`src/sv/ots_pkg.sv`:
```
// ----------------------------------------------------------------------------
// ots_pkg: oscillator trim search shared definitions
// Default widths, register reset values, configuration register indexes and command codes.
// ----------------------------------------------------------------------------
package ots_pkg;

	localparam int TRIM_BITS_DEF  = 7;
	localparam int COUNT_BITS_DEF = 20;

	// reset values of the configuration registers
	localparam int unsigned IDEAL_COUNT_RST = 1808;
	localparam int unsigned START_TRIM_RST  = 64;

	// configuration register indexes
	localparam int CFG_INDEX_BITS = 1;
	typedef enum logic [CFG_INDEX_BITS-1:0] {
		CFG_IDEAL_COUNT = 1'b0,
		CFG_START_TRIM  = 1'b1
	} cfg_index_t;

	// command codes of an input request
	typedef enum logic {
		CMD_START = 1'b0,
		CMD_COUNT = 1'b1
	} cmd_code_t;

endpackage

```
`src/sv/ots_stream_if.sv`:
```
// ----------------------------------------------------------------------------
// ots stream interfaces
// Valid/ready channels for the command requests and the trim results.
// ----------------------------------------------------------------------------
interface ots_cmd_if #(
	parameter int COUNT_BITS = ots_pkg::COUNT_BITS_DEF
);
	logic                  valid;
	logic                  ready;
	logic                  command;
	logic [COUNT_BITS-1:0] up_count;

	modport source (output valid, output command, output up_count, input ready);
	modport sink   (input valid, input command, input up_count, output ready);
endinterface

interface ots_rsp_if #(
	parameter int TRIM_BITS = ots_pkg::TRIM_BITS_DEF
);
	logic                 valid;
	logic                 ready;
	logic [TRIM_BITS-1:0] trim_value;
	logic                 done_res;
	logic                 run_again;

	modport source (output valid, output trim_value, output done_res, output run_again,
		input ready);
	modport sink   (input valid, input trim_value, input done_res, input run_again,
		output ready);
endinterface

```
`src/sv/oscillator_trim_search_core.sv`:
```
// ----------------------------------------------------------------------------
// oscillator_trim_search_core
// Step-by-step RC oscillator trim search: start requests load the start trim,
// count requests nudge the trim toward the ideal count until it is reached, within one, or crossed.
// ----------------------------------------------------------------------------
//  channel  | dir | handshake    | payload
//  cmd      | in  | valid/ready  | command, up_count
//  rsp      | out | valid/ready  | trim_value, done_res, run_again
//  cfg      | in  | cfg_we       | cfg_index, cfg_data (no read-back)
//
//  one request per cycle while results are taken; a result becomes valid after the request passes
//  the input register (accepting edge) and then compare/update into the result register
//  the search state is updated as a request leaves the input register
//  arst_n clears the valids and the search state (search idle, done set)
//  a stalled result holds; the input register takes one more request, then ready drops
// ----------------------------------------------------------------------------
module oscillator_trim_search_core #(
	parameter int TRIM_BITS  = ots_pkg::TRIM_BITS_DEF,
	parameter int COUNT_BITS = ots_pkg::COUNT_BITS_DEF,
	localparam int CFG_BITS  = (COUNT_BITS > TRIM_BITS) ? COUNT_BITS : TRIM_BITS
) (
	input  logic                              clk,
	input  logic                              arst_n,
	ots_cmd_if.sink                           cmd,
	ots_rsp_if.source                         rsp,
	input  logic                              cfg_we,
	input  logic [ots_pkg::CFG_INDEX_BITS-1:0] cfg_index,
	input  logic [CFG_BITS-1:0]               cfg_data
);

	// configuration registers
	logic [COUNT_BITS-1:0] ideal_count_q;
	logic [TRIM_BITS-1:0]  start_trim_q;

	always_ff @(posedge clk or negedge arst_n) begin
		if (!arst_n) begin
			ideal_count_q <= COUNT_BITS'(ots_pkg::IDEAL_COUNT_RST);
			start_trim_q  <= TRIM_BITS'(ots_pkg::START_TRIM_RST);
		end else if (cfg_we) begin
			case (ots_pkg::cfg_index_t'(cfg_index))
				ots_pkg::CFG_IDEAL_COUNT: ideal_count_q <= cfg_data[COUNT_BITS-1:0];
				ots_pkg::CFG_START_TRIM:  start_trim_q  <= cfg_data[TRIM_BITS-1:0];
				default: ;
			endcase
		end
	end

	// input register
	logic                  valid_s1;
	logic                  command_s1;
	logic [COUNT_BITS-1:0] up_count_s1;
	logic                  adv_s1;
	logic                  valid_s2;

	assign adv_s1    = valid_s1 && (!valid_s2 || rsp.ready);
	assign cmd.ready = !valid_s1 || adv_s1;

	always_ff @(posedge clk or negedge arst_n) begin
		if (!arst_n) begin
			valid_s1 <= 1'b0;
		end else if (cmd.ready) begin
			valid_s1 <= cmd.valid;
		end
	end

	always_ff @(posedge clk) begin
		if (cmd.ready && cmd.valid) begin
			command_s1  <= cmd.command;
			up_count_s1 <= cmd.up_count;
		end
	end

	// search state
	logic [TRIM_BITS-1:0]  trim_now_q;
	logic [TRIM_BITS-1:0]  trim_before_q;
	logic [COUNT_BITS-1:0] count_before_q;
	logic                  was_below_q;
	logic                  was_above_q;
	logic                  finished_q;

	// compare and next-state logic
	logic                  below;
	logic                  above;
	logic [COUNT_BITS-1:0] dist_cur;
	logic [COUNT_BITS-1:0] dist_prev;
	logic                  keep_prev;
	logic [TRIM_BITS-1:0]  trim_nx;
	logic [TRIM_BITS-1:0]  trim_before_nx;
	logic [COUNT_BITS-1:0] count_before_nx;
	logic                  was_below_nx;
	logic                  was_above_nx;
	logic                  finished_nx;

	assign below     = up_count_s1 < ideal_count_q;
	assign above     = up_count_s1 > ideal_count_q;
	assign dist_cur  = below ? (ideal_count_q - up_count_s1) : (up_count_s1 - ideal_count_q);
	assign dist_prev = (count_before_q > ideal_count_q) ? (count_before_q - ideal_count_q)
		: (ideal_count_q - count_before_q);
	// on a crossing, fall back to the earlier trim only if it was strictly closer
	assign keep_prev = dist_cur > dist_prev;

	always_comb begin
		trim_nx         = trim_now_q;
		trim_before_nx  = trim_before_q;
		count_before_nx = count_before_q;
		was_below_nx    = was_below_q;
		was_above_nx    = was_above_q;
		finished_nx     = finished_q;
		if (ots_pkg::cmd_code_t'(command_s1) == ots_pkg::CMD_START) begin
			finished_nx  = 1'b0;
			was_below_nx = 1'b0;
			was_above_nx = 1'b0;
			trim_nx      = start_trim_q;
		end else if (!finished_q) begin
			if (below) begin
				if (was_above_q) begin
					if (keep_prev) trim_nx = trim_before_q;
					finished_nx = 1'b1;
				end else if (dist_cur == COUNT_BITS'(1)) begin
					finished_nx = 1'b1;
				end else begin
					trim_before_nx  = trim_now_q;
					if (trim_now_q != '1) trim_nx = trim_now_q + TRIM_BITS'(1);
					was_below_nx    = 1'b1;
					count_before_nx = up_count_s1;
				end
			end else if (above) begin
				if (was_below_q) begin
					if (keep_prev) trim_nx = trim_before_q;
					finished_nx = 1'b1;
				end else if (dist_cur == COUNT_BITS'(1)) begin
					finished_nx = 1'b1;
				end else begin
					trim_before_nx  = trim_now_q;
					if (trim_now_q != '0) trim_nx = trim_now_q - TRIM_BITS'(1);
					was_above_nx    = 1'b1;
					count_before_nx = up_count_s1;
				end
			end else begin
				finished_nx = 1'b1;
			end
		end
	end

	always_ff @(posedge clk or negedge arst_n) begin
		if (!arst_n) begin
			trim_now_q     <= '0;
			trim_before_q  <= '0;
			count_before_q <= '0;
			was_below_q    <= 1'b0;
			was_above_q    <= 1'b0;
			finished_q     <= 1'b1;
		end else if (adv_s1) begin
			trim_now_q     <= trim_nx;
			trim_before_q  <= trim_before_nx;
			count_before_q <= count_before_nx;
			was_below_q    <= was_below_nx;
			was_above_q    <= was_above_nx;
			finished_q     <= finished_nx;
		end
	end

	// result register
	logic [TRIM_BITS-1:0] trim_s2;
	logic                 done_s2;

	always_ff @(posedge clk or negedge arst_n) begin
		if (!arst_n) begin
			valid_s2 <= 1'b0;
		end else if (adv_s1) begin
			valid_s2 <= 1'b1;
		end else if (rsp.ready) begin
			valid_s2 <= 1'b0;
		end
	end

	always_ff @(posedge clk) begin
		if (adv_s1) begin
			trim_s2 <= trim_nx;
			done_s2 <= finished_nx;
		end
	end

	assign rsp.valid      = valid_s2;
	assign rsp.trim_value = trim_s2;
	assign rsp.done_res   = done_s2;
	assign rsp.run_again  = !done_s2;

	// the held result always mirrors the search state it left behind
	a_result_matches_state: assert property (@(posedge clk) disable iff (!arst_n)
		valid_s2 |-> (trim_s2 == trim_now_q) && (done_s2 == finished_q))
		else $error("result register out of step with search state");

	// a search never records both directions
	a_crossing_flags_exclusive: assert property (@(posedge clk) disable iff (!arst_n)
		!(was_below_q && was_above_q))
		else $error("both crossing flags set");

	// a start request opens a fresh search
	a_start_clears: assert property (@(posedge clk) disable iff (!arst_n)
		(adv_s1 && command_s1 == ots_pkg::CMD_START) |=>
		(!finished_q && !was_below_q && !was_above_q && trim_now_q == $past(start_trim_q)))
		else $error("start request did not reset the search");

	// counts after the search has finished change nothing
	a_done_holds: assert property (@(posedge clk) disable iff (!arst_n)
		(adv_s1 && command_s1 == ots_pkg::CMD_COUNT && finished_q) |=>
		(finished_q && $stable(trim_now_q)))
		else $error("count request altered a finished search");

endmodule
```
`src/flat_wrapper.sv`:
```
// flat-port wrapper written by rule: the top's interface ports become plain ports
module oscillator_trim_search_core_flat 
#(
	parameter int TRIM_BITS  = ots_pkg::TRIM_BITS_DEF,
	parameter int COUNT_BITS = ots_pkg::COUNT_BITS_DEF,
	localparam int CFG_BITS  = (COUNT_BITS > TRIM_BITS) ? COUNT_BITS : TRIM_BITS
)
  (clk, arst_n, cfg_we, cfg_index, cfg_data, cmd_valid, cmd_command, cmd_up_count, cmd_ready, rsp_valid, rsp_trim_value, rsp_done_res, rsp_run_again, rsp_ready);
  ots_cmd_if #(.COUNT_BITS(COUNT_BITS)) cmd_i ();
  ots_rsp_if #(.TRIM_BITS(TRIM_BITS)) rsp_i ();
  input  logic clk;
  input  logic arst_n;
  input  logic cfg_we;
  input  logic [ots_pkg::CFG_INDEX_BITS-1:0] cfg_index;
  input  logic [CFG_BITS-1:0] cfg_data;
  input wire logic [$bits(cmd_i.valid)-1:0] cmd_valid;
  input wire logic [$bits(cmd_i.command)-1:0] cmd_command;
  input wire logic [$bits(cmd_i.up_count)-1:0] cmd_up_count;
  output wire logic [$bits(cmd_i.ready)-1:0] cmd_ready;
  output wire logic [$bits(rsp_i.valid)-1:0] rsp_valid;
  output wire logic [$bits(rsp_i.trim_value)-1:0] rsp_trim_value;
  output wire logic [$bits(rsp_i.done_res)-1:0] rsp_done_res;
  output wire logic [$bits(rsp_i.run_again)-1:0] rsp_run_again;
  input wire logic [$bits(rsp_i.ready)-1:0] rsp_ready;
  assign cmd_i.valid = cmd_valid;
  assign cmd_i.command = cmd_command;
  assign cmd_i.up_count = cmd_up_count;
  assign cmd_ready = cmd_i.ready;
  assign rsp_valid = rsp_i.valid;
  assign rsp_trim_value = rsp_i.trim_value;
  assign rsp_done_res = rsp_i.done_res;
  assign rsp_run_again = rsp_i.run_again;
  assign rsp_i.ready = rsp_ready;
  oscillator_trim_search_core #(.TRIM_BITS(TRIM_BITS), .COUNT_BITS(COUNT_BITS)) u_core (.clk(clk), .arst_n(arst_n), .cmd(cmd_i), .rsp(rsp_i), .cfg_we(cfg_we), .cfg_index(cfg_index), .cfg_data(cfg_data));
endmodule
```
`config.mk`:
```
export PLATFORM = sky130hd
export DESIGN_NAME = oscillator_trim_search_core_flat
export DESIGN_NICKNAME = d
export VERILOG_FILES = /design/src/sv/ots_pkg.sv /design/src/sv/ots_stream_if.sv /design/src/sv/oscillator_trim_search_core.sv /design/src/flat_wrapper.sv
export SDC_FILE = /design/constraint.sdc
export NUM_CORES = 1
export LEC_CHECK = 0
export BUFFER_PORTS_ARGS = -buffer_cell sky130_fd_sc_hd__buf_2
export CORE_ASPECT_RATIO = 0.9
export CORE_MARGIN = 2
export CORE_UTILIZATION = 35
export CTS_BUF_LIST = sky130_fd_sc_hd__clkbuf_16
export CTS_CLUSTER_SIZE = 28
export DETAILED_ROUTE_END_ITERATION = 16
export HOLD_SLACK_MARGIN = 0.1
export PLACE_DENSITY = 0.49
export SLEW_MARGIN = 20
export SYNTH_ARGS = -nofsm -noshare
export SYNTH_HDL_FRONTEND = slang
export SYNTH_SLANG_ARGS = --single-unit
```
`constraint.sdc`:
```
create_clock -name clk -period 8.32 [get_ports clk]
set_input_delay 0.416 -clock clk [delete_from_list [all_inputs] [get_ports clk]]
set_output_delay 0.416 -clock clk [all_outputs]
set_load 0.02 [all_outputs]
```
# --- Word level (Yosys, flattened, before mapping) ---
# Index checks and enable logic that the tools add are counted.
classes:
  n_addsub: 6
  order_cmp: 4
  eq_ne: 11
  mux: 42
  bitwise_logic: 2
  n_reduce_logical: 15
op_table:
  columns: ["cell", "n"]
  rows:
  - ["$mux 20", 7]
  - ["$mux 7", 16]
  - ["$sub 20x20->20", 4]
  - ["$gt 20x20->1", 3]
  - ["$eq 20x1->1 const B", 1]
  - ["$lt 20x20->1", 1]
  - ["$mux 1", 19]
  - ["$ne 2x2->1 const B", 9]
  - ["$reduce_and 6->1", 2]
  - ["$add 7x1->7 const B", 1]
  - ["$ne 7x7->1 const B", 1]
  - ["$reduce_bool 7->1", 1]
  - ["$sub 7x1->7 const B", 1]
  - ["$reduce_and 5->1", 1]
  - ["$reduce_and 2->1", 2]
  - ["$reduce_bool 2->1", 2]
  - ["$logic_not 1->1", 3]
  - ["$logic_and 1x1->1", 2]
  - ["$logic_or 1x1->1", 2]
  - ["$not 1->1", 2]
word_totals:
  reg_bits: 95
  in_bits: 47
  out_inout_bits: 11
  wordCells: 94

# --- Longest topological paths before layout ---
# Gate-level depths: netlist of run 1.
depth:
  ltp_word: 9
  depth_mapped: 31
  depth_no_buf: 29

# --- Worst setup path after synthesis of run 1 ---
# No wires, ideal clock.
synth_timing:
  path_type: "reg-to-reg"
  startpoint: "register u_core.count_before_q[0]"
  endpoint: "register u_core.trim_now_q[0]"
  setup_time_ns: 0.126
  arrival_time_ns: 6.227
  path_slack_ns: 1.966
  stages_incl_launch_ff: 29
  n_path_buf: 3
  path_cell_list: "dfrtp_1 > inv_1 > ha_1 > inv_1 > fa_1 > a21o_1 > a21o_1 > a21o_1 > a21oi_1 > o21ai_0 > o21ai_2 > clkbuf_1 > clkbuf_1 > buf_1 > a21oi_1 > a221oi_1 > xor2_1 > ha_1 > nand2_1 > nor2_1 > nand3_1 > nor3_1 > a211oi_1 > a211oi_2 > nand2_1 > o21ai_0 > o22ai_1 > a221o_1 > a221o_1"
synth_between:
  elab_chain_len: 9
  word_cells_on_any_way: 12
synth_rtl:
  columns: ["element", "line_no", "source"]
  rows:
  - ["start: declaration", "oscillator_trim_search_core.sv:76", "logic [COUNT_BITS-1:0] count_before_q;"]
  - ["start signal: assignment", "oscillator_trim_search_core.sv:156", "count_before_q <= count_before_nx;"]
  - ["$sub 20x20->20, or another cell as far along", "oscillator_trim_search_core.sv:98", ": (ideal_count_q - count_before_q);"]
  - ["$mux 20 *", "oscillator_trim_search_core.sv:97", "assign dist_prev = (count_before_q > ideal_count_q) ? (count_before_q - ideal_count_q)"]
  - ["$gt 20x20->1 *", "oscillator_trim_search_core.sv:100", "assign keep_prev = dist_cur > dist_prev;"]
  - ["$mux 7 *", "oscillator_trim_search_core.sv:117, oscillator_trim_search_core.sv:129", null]
  - ["$mux 7", "oscillator_trim_search_core.sv:128", "if (was_below_q) begin"]
  - ["$mux 7", "oscillator_trim_search_core.sv:127", "end else if (above) begin"]
  - ["$mux 7 *", "oscillator_trim_search_core.sv:115", "if (below) begin"]
  - ["$mux 7 *", "oscillator_trim_search_core.sv:114", "end else if (!finished_q) begin"]
  - ["$mux 7 *", "oscillator_trim_search_core.sv:109", "if (ots_pkg::cmd_code_t'(command_s1) == ots_pkg::CMD_START) begin"]
  - ["end signal: assignment", "oscillator_trim_search_core.sv:154", "trim_now_q <= trim_nx;"]
  - ["end: declaration", "oscillator_trim_search_core.sv:74", "logic [TRIM_BITS-1:0] trim_now_q;"]
# Mark *: on every way between the ends. The rest lies on a longest branch, timed or not.
# A chain may end at the register's enable or synchronous reset.

# --- Worst setup path in the final report of run 1 ---
layout_timing:
  startpoint: "register u_core.count_before_q[0]"
  endpoint: "register u_core.trim_s2[1], in the netlist u_core.rsp.trim_value[1] (data pin)"
layout_between:
  elab_chain_len: 9
  word_cells_on_any_way: 12
layout_rtl:
  columns: ["element", "line_no", "source"]
  rows:
  - ["$sub 20x20->20, or another cell as far along", "oscillator_trim_search_core.sv:98", null]
  - ["$mux 20 *", "oscillator_trim_search_core.sv:97", null]
  - ["$gt 20x20->1 *", "oscillator_trim_search_core.sv:100", null]
  - ["$mux 7 *", "oscillator_trim_search_core.sv:117, oscillator_trim_search_core.sv:129", null]
  - ["$mux 7", "oscillator_trim_search_core.sv:128", null]
  - ["$mux 7", "oscillator_trim_search_core.sv:127", null]
  - ["$mux 7 *", "oscillator_trim_search_core.sv:115", null]
  - ["$mux 7 *", "oscillator_trim_search_core.sv:114", null]
  - ["$mux 7 *", "oscillator_trim_search_core.sv:109", null]
  - ["named net u_core.trim_nx[1]", "oscillator_trim_search_core.sv:87", "logic [TRIM_BITS-1:0] trim_nx;"]
  - ["end signal: assignment", "oscillator_trim_search_core.sv:179", "trim_s2 <= trim_nx;"]
  - ["end: declaration", "oscillator_trim_search_core.sv:164", "logic [TRIM_BITS-1:0] trim_s2;"]
# The timed path passes the listed nets; every way through them passes the cells marked *.

==> results of run 1 <==
routing by layer:
layer  up-vias  global-route usage
li1       3780                   -
met1      3682               0.291
met2       222               0.312
met3        17              0.0360
met4         0              0.0421
met5         -                   0
layout make-up:
| cell class | instances | area [µm²] |
|---|---|---|
| Clock buffer | 9 | 225 |
| Clock inverter | 7 | 73.8 |
| Fill cell | 2700 | 15900 |
| Inverter | 85 | 319 |
| Multi-Input combinational cell | 799 | 6080 |
| Sequential cell | 95 | 2530 |
| Tap cell | 348 | 435 |
| Timing Repair Buffer | 63 | 333 |
state kept, by name, indices dropped and copies added (netlist names):
name and count:
u_core.trim_before_q 7, u_core.trim_now_q 7, u_core.ideal_count_q 20, u_core.rsp.trim_value 7
u_core.finished_q 1, u_core.rsp.done_res 1, u_core.command_s1 1, u_core.valid_s1 1
u_core.rsp.valid 1, u_core.count_before_q 20, u_core.up_count_s1 20, u_core.was_above_q 1
u_core.was_below_q 1, u_core.start_trim_q 7
placed cells by master (no fill, tap or decap), types with 19 or more instances in the layout:
master | Yosys | routed
edfxtp_1 | 29 | 29
o21ai_0 | 66 | 66
and2_1 | 19 | 19
a21oi_1 | 71 | 71
nor2_1 | 49 | 49
nand2_1 | 84 | 84
mux2i_1 | 44 | 44
xnor2_1 | 19 | 19
a21o_1 | 45 | 45
nand3_1 | 23 | 23
dfrtp_1 | 60 | 60
inv_1 | 84 | 84
buf_2 | 9 | 56
ha_1 | 100 | 100
cell usage after synthesis, types with 10 or more instances:
| cell type | n | area share |
|---|---|---|
| ha_1 | 100 | 0.14 |
| inv_1 | 84 | 0.034 |
| nand2_1 | 84 | 0.034 |
| a21oi_1 | 71 | 0.039 |
| o21ai_0 | 66 | 0.036 |
| dfrtp_1 | 60 | 0.16 |
| nor2_1 | 49 | 0.020 |
| a21o_1 | 45 | 0.037 |
| mux2i_1 | 44 | 0.048 |
| clkbuf_1 | 29 | 0.012 |
| edfxtp_1 | 29 | 0.095 |
| nand3_1 | 23 | 0.013 |
| and2_1 | 19 | 0.013 |
| xnor2_1 | 19 | 0.018 |
| xor2_1 | 17 | 0.016 |
| a211oi_1 | 16 | 0.013 |
| nor3_1 | 16 | 0.0087 |
| and3_1 | 14 | 0.0095 |
| mux2_2 | 14 | 0.017 |
| a31oi_1 | 13 | 0.0088 |
| o21a_1 | 13 | 0.011 |
| nand2b_1 | 12 | 0.0082 |
| nand4_1 | 10 | 0.0068 |
| nor2b_1 | 10 | 0.0068 |
report_power, final:
group | leakage, nW | internal, mW | switching, mW
registers | 1.05 | 0.616 | 0.161
clock network | 0.135 | 0.233 | 0.199
logic | 3.29 | 1.06 | 1.51
total | 4.48 | 1.91 | 1.87
critical path: cells and delay by family, from the launching register on:
family                   cells  cell delay, ns
AO/OA/AOI/OAI               15            3.30
buffers and inverters        5            1.03
AND/OR/NAND/NOR              6            1.11
adder cells (fa/ha/maj)      3            0.88
XOR/XNOR                     1            0.10
flip-flops                   1            0.40
stage by stage:
step,power [mW],instance area [µm²],hold slack [ns],utilization,setup WS [ns]
after floorplan,2.66,9190,0.120,-,1.97
after global placement,3.35,9700,0.467,0.374,1.38
after detailed placement,3.33,9700,0.485,0.374,1.27
after CTS,3.79,10000,0.203,0.386,1.24
after global routing,4.13,10000,0.203,0.386,0.469
final,3.78,10000,0.162,0.386,1.20
logic make-up after synthesis:
logic type | synth area share
flip-flops | 0.275
AO/OA/AOI/OAI | 0.248
multiplexers | 0.0761
XOR/XNOR | 0.0373
adder cells (fa/ha/maj) | 0.145
AND/OR/NAND/NOR | 0.155
buffers and inverters | 0.0639
worst paths after layout:
kind,startpoint,slack (ns),end
min in group clk,cmd_command,0.21,u_core.command_s1
worst max-delay path,u_core.count_before_q[0],1.20,u_core.rsp.trim_value[1]
max in group asynchronous,arst_n,7.57,u_core.count_before_q[11]
worst max register to register,u_core.count_before_q[0],1.20,u_core.rsp.trim_value[1]
worst min-delay path,arst_n,0.16,u_core.trim_now_q[6]
worst min register to register,u_core.trim_before_q[4],0.49,u_core.trim_before_q[4]
==> impl_metrics.csv, run 1 <==
group,metric,value,unit
clock_tree,ctsHtreeMaxLevel,3,
status,outcome,"finished, final reports clean",
clock_tree,numCtsBuffers,9,
sta,setup_tns,0,ns
pwr,vdd_drop_max,0.125,mV
critical_path,worstPathRequired,8.43,ns
clock_tree,clk_pin_slew_worst_paths,0.08,ns
synthesis,synth_nets,1181,
global_route,grt_pass1_vias,7581,
clock_tree,cts_tree,"built",
die,core,0.0259,mm²
clock_tree,hold_buffers,0,
synthesis,synth_area_per_cell,8.92,µm²
layout,area_growth,8.80,%
clock_tree,postCtsSetupBuffers,0,
hold_path,hp-class,"in -> async",
sta,slew-limit-headroom,0.317,
drt,wl_met1,13600,µm
critical_path,critPathMaxFanout,35,
pwr,power_density,379,mW/mm²
synthesis,async_reset_ff_frac,0.695,
die,die_height,158,µm
drt,via_per_inst,5.48,
synthesis,ys_types,96,
placed_design,hpwl,20800,µm
critical_path,worstSetupPathType,"reg -> reg",
drt,totalWireLength,26700,µm
global_route,overflow,0,
die,ios,58,
drt,dr.pass1.iters,5,
critical_path,max_stage_delay,0.62,ns
drt,route.vias.total,7701,
synthesis,postSynthCellCount,1030,
die,start_util,0.354,
drt,antenna_left,0,
pwr,p_leak,4.48,nW
placed_design,io_buffers,57,
critical_path,startpoint_type,"flop",
clock_tree,clock-sinks,95,
sta,period_needed,7.12,ns
sta,skew,0.0127,ns
drt,routed.top_layer,"met4",
critical_path,r2r_cells,30,
layout,final_nets,1204,
placed_design,place_congestion,0.891,
drt,drcViolationCount,0,
layout,antenna_cells,0,
synthesis,seq_area_frac_synth,0.275,
global_route,grtUsageTotal,0.201,
clock_tree,cts_resized,0,
sta,final_max_slew_viol_count,0,
layout,drive_above_1_share,0.133,
synthesis,synth_seq_cells,95,
global_route,grt_pass1_wl,43300,µm
flow_run,timing.max_cap.violations,0,
sta,setup_violations,0,
sta,rsz0062_at_grt,"no",
placed_design,dp.cells,1390,
die,die_w,175,µm
global_route,grt_max_degree,67,
synthesis,synth_edf_count,29,
sta,finalHoldViolCount,0,
synthesis,syn-cell-area,0.00919,mm²
sta,worstMarginPinSlew,1.02,ns
layout,final_cells,1406,
global_route,antenna_found_initial,0,
critical_path,cpMaxStageDelayCell,"a221oi_1",
critical_path,end_kind,"flop",
die,rows,56,
drt,route.detailed.wl_per_inst,19.0,µm
drt,first_iter_violations,568,
sta,period_share,0.856,
clock_tree,clk_latency,0.38,ns
drt,routed-wl-met2,11600,µm
sta,fmax,140,MHz
synthesis,yosys_warnings,0,
drt,met3RoutedLength,1310,µm
clock_tree,cts_root_buf,"clkbuf_16",
die,die-area,0.0276,mm²
synthesis,synthFlopType,"dfrtp_1",
clock_tree,cts_buffer_depth,2,
critical_path,worstPathArrival,7.23,ns
Note: power is estimated with default switching activity, not from simulation.
==> run 2: changes to the inputs <==
Settings changed: CAP_MARGIN set to 15.
Clock period 8.32 ns to 9 ns, I/O delays scaled along.
==> impl_metrics.csv, run 2 (same netlist as run 1, synthesis figures left out) <==
group,metric,value,unit
sta,finalHoldViolCount,0,
clock_tree,cts_buffer_depth,2,
critical_path,worstSetupPathType,"reg -> reg",
clock_tree,clk_pin_slew_worst_paths,0.08,ns
global_route,grt_pass1_wl,43200,µm
critical_path,critPathMaxFanout,19,
pwr,power_density,356,mW/mm²
clock_tree,cts_tree,"built",
global_route,grt_max_degree,67,
critical_path,startpoint_type,"flop",
sta,final_max_slew_viol_count,0,
global_route,grtUsageTotal,0.200,
drt,route.vias.total,7670,
die,die-area,0.0276,mm²
clock_tree,postCtsSetupBuffers,0,
layout,drive_above_1_share,0.133,
clock_tree,hold_buffers,0,
drt,drcViolationCount,0,
layout,reg.largest.list,"u_core.count_before_q: 20 flops, u_core.ideal_count_q: 20 flops, u_core.up_count_s1: 20 flops",
critical_path,end_kind,"flop",
sta,hold_slack,0.200,ns
global_route,antenna_found_initial,0,
critical_path,crit_buf_inv,4,
sta,rsz0062_at_grt,"no",
critical_path,ff2ff_setup_slack,1.33,ns
pwr,p_leak,4.51,nW
critical_path,worstPathRequired,9.11,ns
placed_design,hpwl,20600,µm
sta,skew,0.0124,ns
sta,slew-limit-headroom,0.283,
clock_tree,numCtsBuffers,9,
hold_path,hp-class,"in -> async",
clock_tree,clk_latency,0.37,ns
global_route,grt_pass1_vias,7556,
layout,fill_cells,2680,
global_route,overflow,0,
layout,final_nets,1202,
critical_path,crit_family,"compound AO/OA/AOI/OAI gates",
layout,layout_commonest_cell,"ha_1",
die,die_w,175,µm
critical_path,r2r_cells,31,
drt,via_per_inst,5.46,
die,die_height,158,µm
clock_tree,cts_resized,0,
placed_design,place_congestion,0.857,
sta,period_share,0.853,
placed_design,dp.cells,1388,
critical_path,worstPathArrival,7.79,ns
pwr,vdd_drop_max,0.145,mV
drt,dr.pass1.iters,6,
critical_path,cpMaxStageDelayCell,"o21ai_2",
clock_tree,clock-sinks,95,
critical_path,timing.rr.end,"u_core.rsp.trim_value[1]",
placed_design,io_buffers,57,
drt,totalWireLength,26800,µm
clock_tree,ctsHtreeMaxLevel,3,
die,rows,56,
drt,route.detailed.wl_per_inst,19.1,µm
sta,fmax,130,MHz
flow_run,timing.max_cap.violations,0,
critical_path,timing.rr.start,"u_core.count_before_q[0]",
die,ios,58,
layout,area_growth,9.34,%
die,core,0.0259,mm²
sta,worstMarginPinSlew,1.07,ns
drt,first_iter_violations,559,
clock_tree,cts_root_buf,"clkbuf_16",
drt,antenna_left,0,
critical_path,max_stage_delay,0.60,ns
sta,setup_violations,0,
status,outcome,"finished, final reports clean",
layout,final_cell_mix,"100 x ha_1, 84 x inv_1, 84 x nand2_1, 71 x a21oi_1, 66 x o21ai_0",
die,start_util,0.354,
critical_path,crit_top_cell,"o21ai_0",
sta,period_needed,7.67,ns
sta,setup_tns,0,ns
layout,final_cells,1404,
layout,antenna_cells,0,
run 2: cell types whose count changed in the layout (fill, tap and decap cells not counted), sizes merged:
cell      before  now
bufinv         1    3
clkinv         3    0
buf           63   61
clkinvlp       3    1
inv           85   88
run 2: cell type report:
class,count,area (µm²),area share
Inverter,85,319,0.0318
Clock buffer,9,225,0.0224
Timing Repair Buffer,61,330,0.0329
Sequential cell,95,2530,0.252
Clock inverter,7,126,0.0126
Tap cell,348,435,0.0433
Multi-Input combinational cell,799,6080,0.605
run 2: worst max-delay path by stage:
| stage | depth (start not counted) | to | start |
|---|---|---|---|
| floorplan | 28 | u_core.trim_now_q[0] | u_core.count_before_q[0] |
| global placement | 31 | u_core.rsp.trim_value[1] | u_core.count_before_q[0] |
| detailed placement | 31 | u_core.rsp.trim_value[1] | u_core.count_before_q[0] |
| CTS | 31 | u_core.rsp.trim_value[1] | u_core.count_before_q[0] |
| global route | 31 | u_core.rsp.trim_value[1] | u_core.count_before_q[0] |
| finish | 31 | u_core.rsp.trim_value[1] | u_core.count_before_q[0] |
run 2: layer usage:
layer  track usage  wire length [µm]  vias to the layer above
met2         0.310             11600                      201
met5             0                 0                        -
met4        0.0496               384                        0
met3        0.0231              1080                       28
met1         0.294             13700                     3662
li1              -                 -                     3779
run 2: where the power goes:
group | internal, mW | switching [mW] | leakage, nW
logic | 0.992 | 1.40 | 3.29
registers | 0.570 | 0.145 | 1.05
clock network | 0.276 | 0.195 | 0.169
run 2: metrics by stage:
stage	area (µm²)	utilization	power (mW)	setup slack [ns]
after floorplan	9190	-	2.46	2.65
after global placement	9700	0.374	3.10	1.66
after detailed placement	9700	0.374	3.08	1.47
after CTS	10000	0.388	3.58	1.45
after global routing	10000	0.388	3.90	0.716
final	10000	0.388	3.58	1.33
==> run 3: changes to the inputs <==
Settings changed: RECOVER_POWER set to 25.
Clock period 9 ns to 7.3 ns, I/O delays scaled along.
==> impl_metrics.csv, run 3 (same netlist as run 1, synthesis figures left out) <==
group,metric,value,unit
status,outcome,"complete, but fails checks",
status,violations,"max-capacitance violations, max-slew violations",
sta,skew,0.0145,ns
sta,fmax,147,MHz
critical_path,worstPathArrival,7.03,ns
hold_path,hp-class,"in -> reg",
sta,setup_violations,0,
critical_path,worstSetupPathType,"reg -> reg",
drt,drcViolationCount,0,
drt,route.vias.total,7692,
clock_tree,clk_pin_slew_worst_paths,0.07,ns
clock_tree,numCtsBuffers,9,
pwr,vdd_drop_max,0.175,mV
flow_run,timing.max_cap.violations,1,
global_route,overflow,0,
layout,antenna_cells,0,
layout,final_nets,1207,
placed_design,hpwl,20700,µm
clock_tree,cts_tree,"built",
placed_design,place_congestion,0.904,
sta,rsz0062_at_grt,"no",
critical_path,crit_top_cell,"buf_4",
hold_path,min_from,"cmd_up_count[5]",
layout,layout_commonest_cell,"ha_1",
sta,period_needed,6.78,ns
global_route,antenna_found_initial,0,
critical_path,end_kind,"flop",
sta,period_share,0.929,
die,core,0.0259,mm²
sta,final_max_slew_viol_count,67,
pwr,total_power,4.34,mW
die,start_util,0.354,
layout,reg.largest.list,"u_core.count_before_q: 20 flops, u_core.ideal_count_q: 20 flops, u_core.up_count_s1: 20 flops",
critical_path,crit_family,"compound AO/OA/AOI/OAI gates",
critical_path,timing.rr.end,"u_core.trim_now_q[0]",
clock_tree,clock-sinks,95,
critical_path,r2r_cells,30,
critical_path,worstPathRequired,7.55,ns
die,die_height,158,µm
global_route,grt_max_degree,67,
critical_path,max_stage_delay,0.44,ns
placed_design,io_buffers,57,
critical_path,crit_buf_inv,6,
die,die_w,175,µm
global_route,grt_pass1_wl,43200,µm
clock_tree,cts_root_buf,"clkbuf_16",
critical_path,cpMaxStageDelayCell,"fa_1",
critical_path,startpoint_type,"flop",
drt,totalWireLength,26600,µm
die,rows,56,
clock_tree,clk_latency,0.37,ns
die,ios,58,
layout,fill_cells,2671,
drt,first_iter_violations,609,
global_route,grt_pass1_vias,7588,
sta,slew-limit-headroom,-1.51,
critical_path,critPathMaxFanout,22,
clock_tree,cts_buffer_depth,2,
hold_path,holdPathStages,1,
layout,final_cell_mix,"100 x ha_1, 85 x inv_1, 84 x nand2_1, 71 x a21oi_1, 64 x o21ai_0",
hold_path,min_to,"u_core.up_count_s1[5]",
drt,dr.pass1.iters,6,
layout,area_growth,9.12,%
clock_tree,ctsHtreeMaxLevel,3,
drt,antenna_left,0,
pwr,power_density,433,mW/mm²
drt,via_per_inst,5.46,
sta,finalHoldViolCount,0,
die,die-area,0.0276,mm²
global_route,grtUsageTotal,0.200,
layout,drive_above_1_share,0.140,
pwr,p_leak,4.50,nW
sta,worstMarginPinSlew,3.77,ns
sta,setup_tns,0,ns
critical_path,ff2ff_setup_slack,0.52,ns
drt,route.detailed.wl_per_inst,18.9,µm
critical_path,cp.depth,30,
critical_path,timing.rr.start,"u_core.count_before_q[0]",
[run 3: changes by cell type in the layout (fill, tap and decap cells not counted), sizes merged]
| cell | previous run | this run |
|---|---|---|
| clkbuf | 9 | 11 |
| bufinv | 3 | 0 |
| clkinv | 0 | 3 |
| buf | 61 | 64 |
[run 3: report_power, final]
group / switching, mW / internal [mW] / leakage [nW]
combinational: 1.75 / 1.24 / 3.31
clock: 0.228 / 0.232 / 0.137
sequential: 0.181 / 0.703 / 1.05
total: 2.16 / 2.18 / 4.50
[run 3: how the worst max path moves through the flow]
stage / slack [ns] / end / startpoint
finish: 0.52 / u_core.trim_now_q[0] / u_core.count_before_q[0]
global route: 0.03 / u_core.rsp.trim_value[3] / u_core.count_before_q[0]
CTS: 0.32 / u_core.rsp.trim_value[1] / u_core.count_before_q[0]
detailed placement: 0.35 / u_core.rsp.trim_value[1] / u_core.count_before_q[0]
global placement: 0.59 / u_core.rsp.trim_value[1] / u_core.count_before_q[0]
floorplan: 0.95 / u_core.trim_now_q[0] / u_core.count_before_q[0]
[run 3: stage by stage]
step	instance area, µm²	cells	setup slack [ns]	util	hold WS (ns)
after floorplan	9190	1030	0.946	-	0.0694
after global placement	9710	1391	0.593	0.374	0.474
after detailed placement	9710	1391	0.347	0.374	0.489
after CTS	9980	1407	0.318	0.385	0.158
after global routing	10000	1409	0.0257	0.387	0.159
final	10000	1409	0.517	0.387	0.174
[run 3: area by class of cell]
| class | instances | area, µm² | share of cell area |
|---|---|---|---|
| multi-input cells | 799 | 6120 | 0.610 |
| flip-flops and latches | 95 | 2530 | 0.252 |
| well taps | 348 | 435 | 0.0434 |
| repair buffers | 66 | 350 | 0.0349 |
| inverters | 85 | 319 | 0.0318 |
| clock buffers | 9 | 225 | 0.0225 |
| clock inverters | 7 | 47.5 | 0.00474 |
[run 3: per-layer routing]
| layer | wire [µm] | track usage | part of all wire |
|---|---|---|---|
| met1 | 13400 | 0.287 | 0.50 |
| met2 | 11600 | 0.318 | 0.44 |
| met3 | 1330 | 0.0317 | 0.050 |
| met4 | 346 | 0.0440 | 0.013 |
| met5 | 0 | 0 | 0 |
[run 3: what timing repair did]
action / 4_1_cts / 5_1_grt
endpoints found under the setup margin: 0 / 14
hold buffers: 0 / 0
setup buffers: 0 / 2
gates resized for setup: 0 / 9
